==> config.mk <==
export PLATFORM = sky130hd
export DESIGN_NAME = sexpr_boundary_checker_core
export DESIGN_NICKNAME = d
export VERILOG_FILES = /design/src/design/sbc_pkg.sv /design/src/design/sbc_front.sv /design/src/design/sbc_back.sv /design/src/design/sexpr_boundary_checker_core.sv
export SDC_FILE = /design/constraint.sdc
export NUM_CORES = 1
export LEC_CHECK = 0
export BUFFER_PORTS_ARGS = -buffer_cell sky130_fd_sc_hd__buf_2
export CAP_MARGIN = 25
export CORE_ASPECT_RATIO = 1.2
export CORE_MARGIN = 4
export CORE_UTILIZATION = 45
export DETAILED_ROUTE_END_ITERATION = 10
export PLACE_DENSITY_LB_ADDON = 0.15
export SETUP_SLACK_MARGIN = 0.02
export SLEW_MARGIN = 30
export SYNTH_ARGS = -nofsm -noshare
export SYNTH_HDL_FRONTEND = slang
export SYNTH_SLANG_ARGS = --single-unit
==> constraint.sdc <==
create_clock -name clk -period 2.9 [get_ports clk]
set_input_delay 0.29 -clock clk [delete_from_list [all_inputs] [get_ports clk]]
set_output_delay 0.29 -clock clk [all_outputs]
set_load 0.01 [all_outputs]
==> src/design/sbc_pkg.sv <==
// ----------------------------------------------------------------------------
// sbc_pkg
// Shared types and constants for the S-expression boundary checker.
// ----------------------------------------------------------------------------
package sbc_pkg;

    localparam logic [7:0] CH_OPEN   = 8'h28;
    localparam logic [7:0] CH_CLOSE  = 8'h29;
    localparam logic [7:0] CH_QUOTE  = 8'h22;
    localparam logic [7:0] CH_SEMI   = 8'h3B;
    localparam logic [7:0] CH_HASH   = 8'h23;
    localparam logic [7:0] CH_BSLASH = 8'h5C;
    localparam logic [7:0] CH_TICK   = 8'h27;
    localparam logic [7:0] CH_NL     = 8'h0A;
    localparam logic [7:0] CH_SPACE  = 8'h20;
    localparam logic [7:0] CH_ZERO   = 8'h00;

    typedef enum logic [1:0] {
        ST_CONTINUE = 2'd0,
        ST_COMPLETE = 2'd1,
        ST_ERROR    = 2'd2,
        ST_END      = 2'd3
    } status_t;

    typedef enum logic [2:0] {
        ERR_NONE       = 3'd0,
        ERR_LEAD_CLOSE = 3'd1,
        ERR_EXTRA      = 3'd2,
        ERR_TRAILING   = 3'd3,
        ERR_STR_ATOM   = 3'd4,
        ERR_OPEN_STR   = 3'd5,
        ERR_MISSING    = 3'd6,
        ERR_TOO_DEEP   = 3'd7
    } err_t;

    typedef enum logic [2:0] {
        KIND_NOTHING  = 3'd0,
        KIND_STRING   = 3'd1,
        KIND_ATOM     = 3'd2,
        KIND_LIST     = 3'd3,
        KIND_FINISHED = 3'd4
    } kind_t;

    // Byte class decoded by the front part; the back part sees only these flags.
    typedef struct packed {
        logic eoi;
        logic nl;
        logic blank;
        logic semi_zero;
        logic open;
        logic close;
        logic quote;
        logic hash;
        logic bslash;
        logic tick;
    } byte_class_t;

endpackage

==> src/design/sbc_front.sv <==
// ----------------------------------------------------------------------------
// sbc_front
// Accepts input beats, classifies each byte and holds it in a two-entry queue.
// ----------------------------------------------------------------------------
module sbc_front
    import sbc_pkg::*;
(
    input  logic        clk,
    input  logic        rst_n,
    input  logic        push,
    output logic        full,
    input  logic [7:0]  text_byte,
    input  logic        end_of_input,
    output logic        cls_valid,
    output byte_class_t cls_data,
    input  logic        cls_take
);

    byte_class_t cls_in;
    byte_class_t mem_reg [2];
    logic        wr_ptr_reg, wr_ptr_next;
    logic        rd_ptr_reg, rd_ptr_next;
    logic [1:0]  count_reg, count_next;
    logic        wr_en;
    logic        rd_en;

    always_comb
    begin
        cls_in.eoi       = end_of_input;
        cls_in.nl        = (text_byte == CH_NL);
        cls_in.blank     = (text_byte == CH_SPACE) ||
                           (text_byte >= 8'h09 && text_byte <= 8'h0D);
        cls_in.semi_zero = (text_byte == CH_SEMI) || (text_byte == CH_ZERO);
        cls_in.open      = (text_byte == CH_OPEN);
        cls_in.close     = (text_byte == CH_CLOSE);
        cls_in.quote     = (text_byte == CH_QUOTE);
        cls_in.hash      = (text_byte == CH_HASH);
        cls_in.bslash    = (text_byte == CH_BSLASH);
        cls_in.tick      = (text_byte == CH_TICK);
    end

    assign full      = (count_reg == 2'd2);
    assign cls_valid = (count_reg != 2'd0);
    assign cls_data  = mem_reg[rd_ptr_reg];
    assign wr_en     = push && !full;
    assign rd_en     = cls_take && cls_valid;

    always_comb
    begin
        wr_ptr_next = wr_en ? !wr_ptr_reg : wr_ptr_reg;
        rd_ptr_next = rd_en ? !rd_ptr_reg : rd_ptr_reg;
        count_next  = count_reg + 2'(wr_en) - 2'(rd_en);
    end

    always_ff @(posedge clk or negedge rst_n)
    begin
        if (!rst_n)
        begin
            wr_ptr_reg <= 1'b0;
            rd_ptr_reg <= 1'b0;
            count_reg  <= 2'd0;
        end
        else
        begin
            wr_ptr_reg <= wr_ptr_next;
            rd_ptr_reg <= rd_ptr_next;
            count_reg  <= count_next;
        end
    end

    always_ff @(posedge clk)
    begin
        if (wr_en)
        begin
            mem_reg[wr_ptr_reg] <= cls_in;
        end
    end

endmodule

==> src/design/sbc_back.sv <==
// ----------------------------------------------------------------------------
// sbc_back
// Parser state update for one classified byte per cycle while the result queue
// has room, with a two-entry result queue toward the consumer.
// ----------------------------------------------------------------------------
module sbc_back
    import sbc_pkg::*;
#(
    parameter int MAX_NEST = 255
)
(
    input  logic        clk,
    input  logic        rst_n,
    input  logic        cls_valid,
    input  byte_class_t cls_data,
    output logic        cls_take,
    output logic        empty,
    input  logic        pop,
    output logic [1:0]  status,
    output logic [2:0]  error_code,
    output logic [7:0]  depth_now
);

    localparam int DEPTH_W = $clog2(MAX_NEST + 1);

    typedef struct packed {
        status_t     st;
        err_t        code;
        logic [7:0]  depth;
    } result_t;

    // Parser state
    logic [DEPTH_W-1:0] depth_reg, depth_next;
    logic               instr_reg, instr_next;
    kind_t              kind_reg, kind_next;
    logic               content_reg, content_next;
    logic               skip_reg, skip_next;
    logic               prev_hash_reg, prev_hash_next;
    logic               prev_bs_reg, prev_bs_next;
    logic               prev_tick_reg, prev_tick_next;
    logic               pp_hash_reg, pp_hash_next;
    logic [1:0]         pos_reg, pos_next;

    // Result queue
    result_t     mem_reg [2];
    logic        wr_ptr_reg, wr_ptr_next;
    logic        rd_ptr_reg, rd_ptr_next;
    logic [1:0]  count_reg, count_next;
    logic        rd_en;

    result_t            res;
    logic               failed;
    err_t               fail_code;
    logic               escaped;
    logic [DEPTH_W-1:0] depth_dec;
    logic [DEPTH_W+7:0] depth_ext;

    assign cls_take = cls_valid && ((count_reg != 2'd2) || (pop && !empty));
    assign escaped  = (pos_reg == 2'd2) && prev_bs_reg && pp_hash_reg;
    assign depth_dec = depth_reg - DEPTH_W'(1);

    always_comb
    begin
        depth_next     = depth_reg;
        instr_next     = instr_reg;
        kind_next      = kind_reg;
        content_next   = content_reg;
        skip_next      = skip_reg;
        prev_hash_next = prev_hash_reg;
        prev_bs_next   = prev_bs_reg;
        prev_tick_next = prev_tick_reg;
        pp_hash_next   = pp_hash_reg;
        pos_next       = pos_reg;
        res.st         = ST_CONTINUE;
        res.code       = ERR_NONE;
        failed         = 1'b0;
        fail_code      = ERR_NONE;

        if (cls_data.eoi)
        begin
            if (instr_reg)
            begin
                res.st   = ST_ERROR;
                res.code = ERR_OPEN_STR;
            end
            else if (depth_reg != '0)
            begin
                res.st   = ST_ERROR;
                res.code = ERR_MISSING;
            end
            else if (content_reg)
            begin
                res.st = ST_COMPLETE;
            end
            else
            begin
                res.st = ST_END;
            end
            depth_next     = '0;
            instr_next     = 1'b0;
            kind_next      = KIND_NOTHING;
            content_next   = 1'b0;
            skip_next      = 1'b0;
            prev_hash_next = 1'b0;
            prev_bs_next   = 1'b0;
            prev_tick_next = 1'b0;
            pp_hash_next   = 1'b0;
            pos_next       = 2'd0;
        end
        else if (cls_data.nl)
        begin
            if (!skip_reg && instr_reg)
            begin
                depth_next = '0;
                instr_next = 1'b0;
                kind_next  = KIND_NOTHING;
                res.st     = ST_ERROR;
                res.code   = ERR_OPEN_STR;
            end
            else if (content_reg && depth_reg == '0)
            begin
                depth_next = '0;
                instr_next = 1'b0;
                kind_next  = KIND_NOTHING;
                res.st     = ST_COMPLETE;
            end
            content_next   = 1'b0;
            skip_next      = 1'b0;
            prev_hash_next = 1'b0;
            prev_bs_next   = 1'b0;
            prev_tick_next = 1'b0;
            pp_hash_next   = 1'b0;
            pos_next       = 2'd0;
        end
        else if (skip_reg)
        begin
            // Rest of the line is discarded.
        end
        else if (!instr_reg && cls_data.semi_zero)
        begin
            skip_next = 1'b1;
        end
        else
        begin
            if (!cls_data.blank)
            begin
                content_next = 1'b1;
            end

            if (kind_reg == KIND_FINISHED && !instr_reg)
            begin
                if (!cls_data.blank)
                begin
                    failed    = 1'b1;
                    fail_code = cls_data.close ? ERR_EXTRA : ERR_TRAILING;
                end
            end
            else if (cls_data.open)
            begin
                if (!instr_reg && !escaped)
                begin
                    if (depth_reg >= DEPTH_W'(MAX_NEST))
                    begin
                        failed    = 1'b1;
                        fail_code = ERR_TOO_DEEP;
                    end
                    else
                    begin
                        depth_next = depth_reg + DEPTH_W'(1);
                        kind_next  = KIND_LIST;
                    end
                end
            end
            else if (cls_data.close)
            begin
                if (!instr_reg && !escaped)
                begin
                    if (depth_reg == '0)
                    begin
                        failed    = 1'b1;
                        fail_code = ERR_LEAD_CLOSE;
                    end
                    else
                    begin
                        depth_next = depth_dec;
                        if (depth_dec == '0)
                        begin
                            kind_next = KIND_FINISHED;
                        end
                    end
                end
            end
            else if (cls_data.quote)
            begin
                // A quote right after a backslash (past the line start) is escaped.
                if (!((pos_reg == 2'd2) && prev_bs_reg))
                begin
                    if (!instr_reg)
                    begin
                        if (kind_reg == KIND_ATOM && !prev_tick_reg)
                        begin
                            failed    = 1'b1;
                            fail_code = ERR_STR_ATOM;
                        end
                        else
                        begin
                            instr_next = 1'b1;
                            if (kind_reg != KIND_LIST)
                            begin
                                kind_next = KIND_STRING;
                            end
                        end
                    end
                    else
                    begin
                        instr_next = 1'b0;
                        if (kind_reg == KIND_STRING)
                        begin
                            kind_next = KIND_FINISHED;
                        end
                    end
                end
            end
            else if (!instr_reg)
            begin
                if (cls_data.blank)
                begin
                    if (kind_reg == KIND_ATOM)
                    begin
                        kind_next = KIND_FINISHED;
                    end
                end
                else if (kind_reg != KIND_LIST)
                begin
                    kind_next = KIND_ATOM;
                end
            end

            if (failed)
            begin
                depth_next   = '0;
                instr_next   = 1'b0;
                kind_next    = KIND_NOTHING;
                content_next = 1'b0;
                skip_next    = 1'b1;
                res.st       = ST_ERROR;
                res.code     = fail_code;
            end
            else
            begin
                pp_hash_next   = prev_hash_reg;
                prev_hash_next = cls_data.hash;
                prev_bs_next   = cls_data.bslash;
                prev_tick_next = cls_data.tick;
                if (pos_reg != 2'd2)
                begin
                    pos_next = pos_reg + 2'd1;
                end
            end
        end

        depth_ext = {8'd0, depth_next};
        res.depth = depth_ext[7:0];
    end

    always_ff @(posedge clk or negedge rst_n)
    begin
        if (!rst_n)
        begin
            depth_reg     <= '0;
            instr_reg     <= 1'b0;
            kind_reg      <= KIND_NOTHING;
            content_reg   <= 1'b0;
            skip_reg      <= 1'b0;
            prev_hash_reg <= 1'b0;
            prev_bs_reg   <= 1'b0;
            prev_tick_reg <= 1'b0;
            pp_hash_reg   <= 1'b0;
            pos_reg       <= 2'd0;
        end
        else if (cls_take)
        begin
            depth_reg     <= depth_next;
            instr_reg     <= instr_next;
            kind_reg      <= kind_next;
            content_reg   <= content_next;
            skip_reg      <= skip_next;
            prev_hash_reg <= prev_hash_next;
            prev_bs_reg   <= prev_bs_next;
            prev_tick_reg <= prev_tick_next;
            pp_hash_reg   <= pp_hash_next;
            pos_reg       <= pos_next;
        end
    end

    // Result queue
    assign empty      = (count_reg == 2'd0);
    assign rd_en      = pop && !empty;
    assign status     = mem_reg[rd_ptr_reg].st;
    assign error_code = mem_reg[rd_ptr_reg].code;
    assign depth_now  = mem_reg[rd_ptr_reg].depth;

    always_comb
    begin
        wr_ptr_next = cls_take ? !wr_ptr_reg : wr_ptr_reg;
        rd_ptr_next = rd_en ? !rd_ptr_reg : rd_ptr_reg;
        count_next  = count_reg + 2'(cls_take) - 2'(rd_en);
    end

    always_ff @(posedge clk or negedge rst_n)
    begin
        if (!rst_n)
        begin
            wr_ptr_reg <= 1'b0;
            rd_ptr_reg <= 1'b0;
            count_reg  <= 2'd0;
        end
        else
        begin
            wr_ptr_reg <= wr_ptr_next;
            rd_ptr_reg <= rd_ptr_next;
            count_reg  <= count_next;
        end
    end

    always_ff @(posedge clk)
    begin
        if (cls_take)
        begin
            mem_reg[wr_ptr_reg] <= res;
        end
    end

endmodule

==> src/design/sexpr_boundary_checker_core.sv <==
// Path: a pushed byte is classified and stored in the front queue, then parsed
// by the back part when it leaves that queue; its result beat is registered in
// the result queue and shows on the result ports from there.
// Throughput: one byte per cycle while the result queue has room or is popped.
// Reset: rst_n clears both queues and all parser state (depth zero, no string,
// nothing found yet, fresh line); queued payload is not cleared.
// ----------------------------------------------------------------------------
// sexpr_boundary_checker_core
// Finds where each complete S-expression ends in a byte stream and reports,
// for every input beat, one result beat with status, error code and depth.
// ----------------------------------------------------------------------------
module sexpr_boundary_checker_core
    import sbc_pkg::*;
#(
    parameter int MAX_NEST = 255
)
(
    input  logic       clk,
    input  logic       rst_n,
    // Input side: a beat is taken when push is high and full is low.
    input  logic       push,
    output logic       full,
    input  logic [7:0] text_byte,
    input  logic       end_of_input,
    // Result side: the oldest beat is shown while empty is low.
    output logic       empty,
    input  logic       pop,
    output logic [1:0] status,
    output logic [2:0] error_code,
    output logic [7:0] depth_now
);

    // The front part decodes each byte into a small set of class flags, so the
    // back part never compares full bytes. The two parts are joined by a
    // two-entry queue, which lets the producer keep pushing while the back part
    // waits on a stalled consumer, and vice versa.
    byte_class_t cls_data;
    logic        cls_valid;
    logic        cls_take;

    sbc_front u_front
    (
        .clk          (clk),
        .rst_n        (rst_n),
        .push         (push),
        .full         (full),
        .text_byte    (text_byte),
        .end_of_input (end_of_input),
        .cls_valid    (cls_valid),
        .cls_data     (cls_data),
        .cls_take     (cls_take)
    );

    // The back part holds the parser state (depth, string flag, expression
    // kind, comment skip, and the last two byte classes of the line) and
    // writes one result beat per parsed byte into its own two-entry queue.
    // It parses a byte whenever that queue has room, including the cycle in
    // which the consumer pops a full queue.
    sbc_back #(
        .MAX_NEST (MAX_NEST)
    ) u_back
    (
        .clk        (clk),
        .rst_n      (rst_n),
        .cls_valid  (cls_valid),
        .cls_data   (cls_data),
        .cls_take   (cls_take),
        .empty      (empty),
        .pop        (pop),
        .status     (status),
        .error_code (error_code),
        .depth_now  (depth_now)
    );

endmodule
==> results by group, run 1 <==
Yosys
  • Yosys warns: 0
  • EDFF count, synth: 46
  • Post-synth net total: 416
  • Most used DFF post-synth: edfxtp_1
  • Synth Register Bits: 74
  • Mean area per synthesized cell: 10.5 µm²
  • Post-synthesis cell type count: 66
  • Share of flip-flops with an asynchronous set or reset: 0.378
  • Mapped Cells: 396
  • Post-synthesis sequential area ratio: 0.500
  • Cell area after synthesis: 4170 µm²

Placement
  • Port buffer count: 27
  • Final Wtd Congestion: 0.947
  • DPL Wire Length: 7380 µm
  • # placed instances: 550

Timing
  • Final slew viol count: 0
  • Rel. slew slack: 0.439
  • Hold WS: 0.125 ns
  • Final Hold Fails: 0
  • Worst-Margin Slew: 0.839 ns
  • FMAX: 379 MHz
  • # setup viols final: 0
  • Setup tns final: 0 ns
  • Tcrit/Tclk final: 0.909
  • Clock skew: 0.0139 ns
  • Tmin final: 2.64 ns
  • RSZ-0062 raised after global routing: false

Drt
  • Post-route DRC: 0
  • First DRT Iteration DRCs: 209
  • Routed wire per std cell: 17.2 µm
  • Vias/cell: 5.81
  • First-pass detailed-route iteration total: 4
  • DRT antenna net count: 0
  • Total number of vias: 3294
  • WL final: 9730 µm

Setup path
  • Arrival @ worst endpoint: 2.86 ns
  • Crit Path Category: reg -> reg
  • Crit-path max FO: 12
  • Crit-path cells: buf_4, mux2i_1, o21ai_1, a32o_1, a21o_1, nand2b_1, a21oi_1, o22ai_1
  • R2R Setup Slk: 0.26 ns
  • RR Startpoint: u_front.rd_ptr_reg
  • Crit path max-delay cell type: dfrtp_1
  • CP required: 3.12 ns
  • R2R Path End: u_back.kind_reg[1]
  • Critical Path End Type: register
  • Max stage delay on crit path: 0.50 ns
  • R2R depth: 8
  • CP Launch Type: register

Flow run
  • Max_cap viols: 0

Final layout
  • Non-Filler Instances: 567
  • Fillcell total: 859
  • Fraction of layout cells with a size suffix above 1: 0.215
  • Max reg flops: 26
  • Antenna Diode Count: 0
  • Area growth syn-to-layout: 14.4%
  • Fin nets: 462
  • Most frequent cells in the layout: edfxtp_1, nand2_1, nor2_1, dfrtp_1, buf_2
  • Fin util: 0.528
  • Most common cell after layout, fill and taps aside: edfxtp_1

Worst hold path
  • Hold Path End: u_front.mem_reg[0][9]
  • Hold path cells: 1
  • Hold/Removal Path Class: in -> reg
  • HP Start: end_of_input

Power and ir drop
  • Clock power share: 0.157
  • Seq pwr share: 0.336
  • Peak VDD IR: 0.000413 V
  • Comb power frac: 0.507
  • Power per cell area: 1160 nW/µm²
  • Total internal power: 3230 µW
  • Sw Pwr: 2280 µW
  • Leakage: 0.00188 µW
  • Sw Ratio: 0.414

Global route
  • Pin count of the biggest net entering global routing: 29
  • First-pass GRT wire length: 15900 µm
  • Vias in the first global route: 3203
  • Total GRT Usage: 0.192
  • GRT Residual Overflow: 0
  • Initial antenna violation count: 0

Floorplanning
  • Die Width: 95.9 µm
  • Initial core utilization: 0.461
  • Die Ht: 113 µm
  • Area of the die: 10900 µm²
  • Core area: 9030 µm²
  • Row Count: 38
  • Ports: 28

CTS
  • Clk sinks: 74
  • Num CTS Buffers: 9
  • CTS tree: yes
  • Clock Pin Slew Worst Setup and Hold Paths: 0.08 ns
  • Post-cts resize count: 0
  • Setup bufs post-CTS: 0
  • Clock Latency Late Sink: 0.36 ns
  • Clock root cell: clkbuf_8
  • Clock Path Buffers: 2
  • Hold_buf cts: 1
  • H-tree depth: 3

Status
  • Status: finished clean
## worst max path at each step
stage | from | endpoint | slack, ns | cells past startpoint
floorplan | u_back.depth_reg[0] | u_back.mem_reg[0][0] | 0.21 | 10
global placement | u_front.rd_ptr_reg | u_back.kind_reg[1] | 0.29 | 8
detailed placement | u_front.rd_ptr_reg | u_back.kind_reg[1] | 0.30 | 8
CTS | u_front.rd_ptr_reg | u_back.kind_reg[1] | 0.30 | 8
global route | u_back.depth_reg[0] | u_back.pos_reg[0] | 0.09 | 9
finish | u_front.rd_ptr_reg | u_back.kind_reg[1] | 0.26 | 8
## power by group through the flow
stage	clock (µW)	combinational (µW)	sequential, µW
detailed placement	0	2770	1880
CTS	888	2790	1860
floorplan	0	2020	1760
global route	939	3090	1910
finish	865	2800	1860
global placement	0	2740	1870
## metrics by stage
step | area [µm²] | setup WS, ns | total power [µW]
after floorplan | 4170 | 0.214 | 3780
after global placement | 4540 | 0.290 | 4610
after detailed placement | 4540 | 0.304 | 4650
after CTS | 4770 | 0.300 | 5540
after global routing | 4770 | 0.0876 | 5940
final | 4770 | 0.264 | 5520
## routing by layer
layer  wire length (µm)  global-route usage  vias to the layer above
li1                   -                   -                     1582
met3                457              0.0277                       32
met4                437               0.106                        0
met2               4990               0.332                      104
met5                  0                   0                        -
met1               3850               0.226                     1576
## worst max-delay path, delay by kind of cell (launching register included)
family                 cells  cell delay, ns
AOI/OAI and AO/OA          5            1.17
buffers and inverters      1            0.28
DFF                        1            0.50
muxes                      1            0.29
and+or+nand+nor            1            0.28
## logic make-up after synthesis
logic type | after synthesis | synth area share
buffers and inverters | 32 | 0.0336
multiplexers | 28 | 0.0736
XOR/XNOR | 10 | 0.0210
adder cells (fa/ha/maj) | 7 | 0.0210
AND/OR/NAND/NOR | 137 | 0.166
flip-flops | 74 | 0.500
AO/OA/AOI/OAI | 108 | 0.186
## layout make-up
| class | instances | area (µm²) | share of cell area |
|---|---|---|---|
| Inverter | 17 | 63.8 | 0.0134 |
| Multi-Input combinational cell | 290 | 1950 | 0.408 |
| Clock buffer | 10 | 128 | 0.0268 |
| Tap cell | 120 | 150 | 0.0315 |
| Clock inverter | 6 | 90.1 | 0.0189 |
| Sequential cell | 74 | 2080 | 0.437 |
| Timing Repair Buffer | 50 | 310 | 0.0651 |
## cells in the mapped netlist, types with 5 or more instances
master    count  share of area
a21oi_1      21          0.025
nand4_1       5         0.0075
nor3_1       10          0.012
dfrtp_1      28           0.17
nor2_1       30          0.027
o21ai_0      24          0.029
ha_1          7          0.021
edfxtp_1     46           0.33
xnor2_1      10          0.021
mux2i_1       9          0.022
clkbuf_1      9         0.0081
nand2b_1      6         0.0090
nand2_1      45          0.041
nand3_1       8         0.0096
a22o_1        5          0.011
mux2_2       18          0.049
inv_1        16          0.014
nor4_1        5         0.0075
o22ai_1       5         0.0075
a21o_1        5         0.0090
Power figures use the tool's default switching activity.
==> run 2, diff against run 1 <==
Clock period 2.9 ns to 2.8 ns, I/O delays scaled along.
==> run 2 against run 1 <==
- non-clock buffer count is 3 higher
- maximum frequency is 3.7% higher
- flip-flop and latch count stayed put
- total power is 2.6% higher
- sequential share of layout area is 0.10 points lower
- worst hold slack worse by 0.012 ns
- clock skew is 0.0047 ns lower
- global-route usage is 0.72 points lower
- critical endpoint is now u_back.mem_reg[1][9]
- final area is 0.24% higher
- first-iteration DRC count is 6.2% higher
==> results by group, run 2 (synthesis gave the netlist of run 1 again) <==
Timing
  • Final Hold Fails: 0 (unchanged)
  • Setup tns final: 0 ns (unchanged)
  • Final slew viol count: 0 (unchanged)
  • # setup viols final: 0 (unchanged)
  • Tmin final: 2.54 ns (-0.0936 ns)
  • Clock skew: 0.00920 ns (-0.00473 ns)
  • Tcrit/Tclk final: 0.908 (-0.000982)
  • RSZ-0062 raised after global routing: false
  • Rel. slew slack: 0.451 (+0.0119)
  • Hold WS: 0.113 ns (-0.0118 ns)
  • FMAX: 393 MHz (+3.7%)
  • Worst-Margin Slew: 0.821 ns (-0.0178 ns)

CTS
  • Clock root cell: clkbuf_8
  • Clk sinks: 74 (unchanged)
  • Clock Pin Slew Worst Setup and Hold Paths: 0.07 ns (about the same)
  • Clock Path Buffers: 2 (unchanged)
  • Num CTS Buffers: 9 (unchanged)
  • CTS tree: yes
  • Setup bufs post-CTS: 0 (unchanged)
  • Clock Latency Late Sink: 0.36 ns (about the same)
  • H-tree depth: 3 (unchanged)

Setup path
  • CP required: 3.01 ns (-0.11 ns)
  • Max stage delay on crit path: 0.36 ns (-0.14 ns)
  • R2R Setup Slk: 0.26 ns (about the same)
  • Crit-path max FO: 7 (-5)
  • Critical Path End Type: register
  • Crit Path Category: reg -> reg
  • Arrival @ worst endpoint: 2.75 ns (-0.11 ns)
  • CP Launch Type: register
  • Crit-path cells: inv_1, ha_1, a31o_2, nor3_1, o21a_1, a22o_1, nand2_1, a21oi_1, a22o_1
  • Crit-path most repeated cell: a22o_1
  • Crit path max-delay cell type: a22o_1

Power and ir drop
  • Total internal power: 3310 µW (+2.5%)
  • Seq pwr share: 0.341 (+0.005)
  • Comb power frac: 0.511 (+0.004)
  • Clock power share: 0.147 (-0.010)
  • Peak VDD IR: 0.000447 V (+8.4%)
  • Sw Pwr: 2350 µW (+2.8%)
  • Sw Ratio: 0.415 (+0.000820)
  • Power Total: 5660 µW (+2.6%)
  • Leakage: 0.00189 µW (+0.57%)
  • Power per cell area: 1180 nW/µm² (+2.4%)

Floorplanning
  • Initial core utilization: 0.461 (unchanged)
  • Row Count: 38 (unchanged)
  • Ports: 28 (unchanged)
  • Area of the die: 10900 µm² (unchanged)
  • Die Ht: 113 µm (unchanged)
  • Die Width: 95.9 µm (unchanged)
  • Core area: 9030 µm² (unchanged)

Drt
  • Vias/cell: 5.71 (-1.7%)
  • DRT antenna net count: 0 (unchanged)
  • WL final: 9460 µm (-2.8%)
  • Post-route DRC: 0 (unchanged)
  • First-pass detailed-route iteration total: 5 (+1)
  • Routed wire per std cell: 16.6 µm (-3.3%)
  • Total number of vias: 3255 (-1.2%)
  • First DRT Iteration DRCs: 222 (+6.2%)

Status
  • Status: finished clean

Final layout
  • Most frequent cells in the layout: edfxtp_1, nand2_1, nor2_1, dfrtp_1, buf_2
  • Non-Filler Instances: 570 (+0.53%)
  • Max reg flops: 26 (unchanged)
  • Most common cell after layout, fill and taps aside: edfxtp_1
  • Area growth syn-to-layout: 14.7%
  • Fin util: 0.529 (+0.00125)
  • Fraction of layout cells with a size suffix above 1: 0.224 (+0.00968)
  • Antenna Diode Count: 0 (unchanged)
  • Fin nets: 465 (+0.65%)

Global route
  • Pin count of the biggest net entering global routing: 29 (unchanged)
  • Total GRT Usage: 0.185 (-0.00722)
  • GRT Residual Overflow: 0 (unchanged)
  • Vias in the first global route: 3189 (-0.44%)
  • Initial antenna violation count: 0 (unchanged)
  • First-pass GRT wire length: 15500 µm (-2.7%)

Placement
  • DPL Wire Length: 7230 µm (-2.1%)
  • Final Wtd Congestion: 0.970 (+2.4%)
  • Port buffer count: 27 (unchanged)
  • # placed instances: 553 (+0.55%)

Flow run
  • Max_cap viols: 0 (unchanged)

Worst hold path
  • Hold/Removal Path Class: in -> reg
run 2: worst paths after layout:
kind                                         start                    end  depth (start not counted)
worst max-delay path             u_back.pos_reg[0]   u_back.mem_reg[1][9]                          9
worst min-delay path                  end_of_input  u_front.mem_reg[0][9]                          1
worst max register to register   u_back.pos_reg[0]   u_back.mem_reg[1][9]                          9
worst min register to register  u_front.wr_ptr_reg     u_front.wr_ptr_reg                          1
max in group asynchronous                    rst_n    u_back.depth_reg[1]                          2
min in group asynchronous                    rst_n     u_back.kind_reg[1]                          2
run 2: repair_timing:
item / in CTS / in global routing
hold endpoints to repair: 28 / 0
hold buffers: 1 / 0
endpoints found under the setup margin: 0 / 3
resized for setup: 0 / 2
run 2: power by group through the flow:
stage,sequential [µW],clock (µW),combinational (µW)
finish,1930,833,2900
global route,1990,905,3210
CTS,1940,858,2900
detailed placement,1960,0,2890
global placement,1940,0,2860
floorplan,1820,0,2090
run 2: routing by layer:
metal  global-route usage  vias up  part of all wire
met4               0.0740        0             0.020
met1                0.224     1565              0.41
met5                    0        -                 0
met2                0.322       87              0.52
met3               0.0317       14             0.045
li1                     -     1589                 -
run 2: cell type report:
cell class,count,area (µm²)
sequential,74,2080
clock buffer,10,138
tap,120,150
clock inverter,6,65.1
timing repair buffer,53,333
inverter,17,63.8
fill,822,4250
multi-input combinational,290,1950
run 2: stage by stage:
step,area (µm²),worst slack [ns]
4_1_cts,4780,0.179
2_1_floorplan,4170,0.114
6_report,4780,0.258
5_1_grt,4780,0.0343
3_5_place_dp,4560,0.202
3_3_place_gp,4560,0.233
run 2: worst max-delay path, delay by kind of cell, from the launching register on:
kind	cells	cell delay, ns
adders and majority gates	1	0.26
DFF	1	0.35
buffers and inverters	1	0.06
and+or+nand+nor	2	0.40
AOI/OAI and AO/OA	5	1.34
==> run 3, diff against run 2 <==
Settings changed: RECOVER_POWER from default to 25.
==> run 3 against run 2 <==
- the flow now finishes with violations (capacitance limit, slew limit)
- utilization is essentially flat
- register-to-register slack is essentially flat
- first-iteration DRC count is the same
- die area is the same
- critical path depth is the same
- via count is the same
- global-route usage is the same
- maximum frequency is the same
- clock skew is the same
- critical path type unchanged
==> results by group, run 3 (synthesis gave the netlist of run 1 again) <==
Global route
  • GRT Residual Overflow: 0 (unchanged)
  • Vias in the first global route: 3189 (unchanged)
  • First-pass GRT wire length: 15500 µm (unchanged)
  • Pin count of the biggest net entering global routing: 29 (unchanged)
  • Initial antenna violation count: 0 (unchanged)
  • Met2 Resource Use GR: 0.322 (unchanged)
  • GR peak layer: met2
  • Total GRT Usage: 0.185 (unchanged)
  • GR Util met3: 0.0317 (unchanged)
  • Met1 usage: 0.224 (unchanged)

Setup path
  • R2R Setup Slk: 0.26 ns (about the same)
  • Critical Path End Type: register
  • Arrival @ worst endpoint: 2.75 ns (about the same)
  • Buf+Inv Stages, Crit Path: 1 (unchanged)
  • Crit Path Category: reg -> reg
  • CP required: 3.01 ns (about the same)
  • Crit-path max FO: 7 (unchanged)
  • Crit path max-delay cell type: a22o_1
  • Crit-path most repeated cell: a22o_1
  • Max stage delay on crit path: 0.36 ns (about the same)
  • Crit-path cells: inv_1, ha_1, a31o_2, nor3_1, o21a_1, a22o_1, nand2_1, a21oi_1, a22o_1
  • CP Launch Type: register
  • CP top delay family: compound AO/OA/AOI/OAI gates

Timing
  • Setup tns final: 0 ns (unchanged)
  • Final slew viol count: 29 (+29)
  • Tmin final: 2.54 ns (unchanged)
  • Tcrit/Tclk final: 0.908 (unchanged)
  • Clock skew: 0.00920 ns (unchanged)
  • Post-route setup slack: 0.258 ns (unchanged)
  • FMAX: 393 MHz (unchanged)
  • Rel. slew slack: -0.0723 (-0.523)
  • # setup viols final: 0 (unchanged)
  • RSZ-0062 raised after global routing: false
  • Worst-Margin Slew: 1.61 ns (+0.787 ns)
  • Final Hold Fails: 0 (unchanged)

Final layout
  • Fin nets: 465 (unchanged)
  • Most frequent cells in the layout: edfxtp_1, nand2_1, nor2_1, dfrtp_1, buf_4
  • Fin util: 0.529 (about the same)
  • Antenna Diode Count: 0 (unchanged)
  • Sequential standard cell area: 2080 µm² (unchanged)
  • Fraction of layout cells with a size suffix above 1: 0.218 (-0.00667)
  • Max reg flops: 26 (unchanged)
  • Most common cell after layout, fill and taps aside: edfxtp_1
  • Area growth syn-to-layout: 14.6% (about the same)
  • Fillcell total: 825 (+0.36%)
  • Area taken by multi-input logic gates: 1950 µm² (unchanged)

CTS
  • Num CTS Buffers: 9 (unchanged)
  • Clock Path Buffers: 2 (unchanged)
  • Clk sinks: 74 (unchanged)
  • Setup bufs post-CTS: 0 (unchanged)
  • H-tree depth: 3 (unchanged)
  • CTS tree: yes
  • Clock Latency Late Sink: 0.36 ns (about the same)
  • Clock root cell: clkbuf_8
  • Clock Pin Slew Worst Setup and Hold Paths: 0.07 ns (about the same)

Worst hold path
  • Hold/Removal Path Class: in -> reg

Drt
  • Routed wire per std cell: 16.6 µm (about the same)
  • Post-route DRC: 0 (unchanged)
  • Vias/cell: 5.71 (unchanged)
  • Total number of vias: 3255 (unchanged)
  • First DRT Iteration DRCs: 222 (unchanged)
  • First-pass detailed-route iteration total: 5 (unchanged)
  • DRT antenna net count: 0 (unchanged)
  • WL final: 9460 µm (about the same)

Status
  • Violated checks: capacitance limit, slew limit
  • Status: complete, but fails checks

Floorplanning
  • Die Ht: 113 µm (unchanged)
  • Area of the die: 10900 µm² (unchanged)
  • Initial core utilization: 0.461 (unchanged)
  • Die Width: 95.9 µm (unchanged)
  • Ports: 28 (unchanged)
  • Core area: 9030 µm² (unchanged)
  • Row Count: 38 (unchanged)

Placement
  • Port buffer count: 27 (unchanged)
  • Place WS: 0.202 ns (unchanged)
  • DPL Wire Length: 7230 µm (unchanged)
  • Final Wtd Congestion: 0.970 (unchanged)

Power and ir drop
  • Peak VDD IR: 0.000447 V (about the same)
  • Power per cell area: 1190 nW/µm² (about the same)
  • Leakage: 0.00189 µW (-0.44%)

Flow run
  • Max_cap viols: 1 (+1)
## run 3: stage by stage
stage               std cells  power (µW)  hold WS [ns]  area, µm²
floorplan                 396        3910       -0.0156       4170
global placement          553        4810         0.359       4560
detailed placement        553        4850         0.361       4560
CTS                       570        5700         0.102       4780
global route              570        6110         0.105       4780
finish                    570        5660         0.113       4780
## run 3: where the power goes
group / total (µW) / switching [µW] / internal, µW
logic: 2900 / 1680 / 1220
registers: 1930 / 272 / 1660
clock network: 833 / 397 / 437
total: 5660 / 2350 / 3310
## run 3: cell type report
class                      instances  area share
multi-input combinational        290       0.408
clock buffer                      10      0.0288
timing repair buffer              53      0.0689
inverter                          17      0.0134
clock inverter                     6      0.0136
sequential                        74       0.436
tap                              120      0.0314
## run 3: final timing paths
kind / startpoint / end / cells past startpoint
worst max-delay path: u_back.pos_reg[0] / u_back.mem_reg[1][9] / 9
worst min-delay path: end_of_input / u_front.mem_reg[0][9] / 1
worst max register to register: u_back.pos_reg[0] / u_back.mem_reg[1][9] / 9
worst min register to register: u_front.wr_ptr_reg / u_front.wr_ptr_reg / 1
max in group asynchronous: rst_n / u_back.depth_reg[1] / 2
min in group asynchronous: rst_n / u_back.kind_reg[1] / 2
## run 3: per-layer routing
layer | up-vias | wire length [µm]
met5 | - | 0
met4 | 0 | 187
met3 | 14 | 425
met2 | 87 | 4960
met1 | 1566 | 3890
li1 | 1588 | -
## run 3: timing repair
action / in CTS / in global routing
gates resized for setup: 0 / 2
setup endpoints to repair: 0 / 3
hold buffers: 1 / 0
endpoints found under the hold margin: 28 / 0
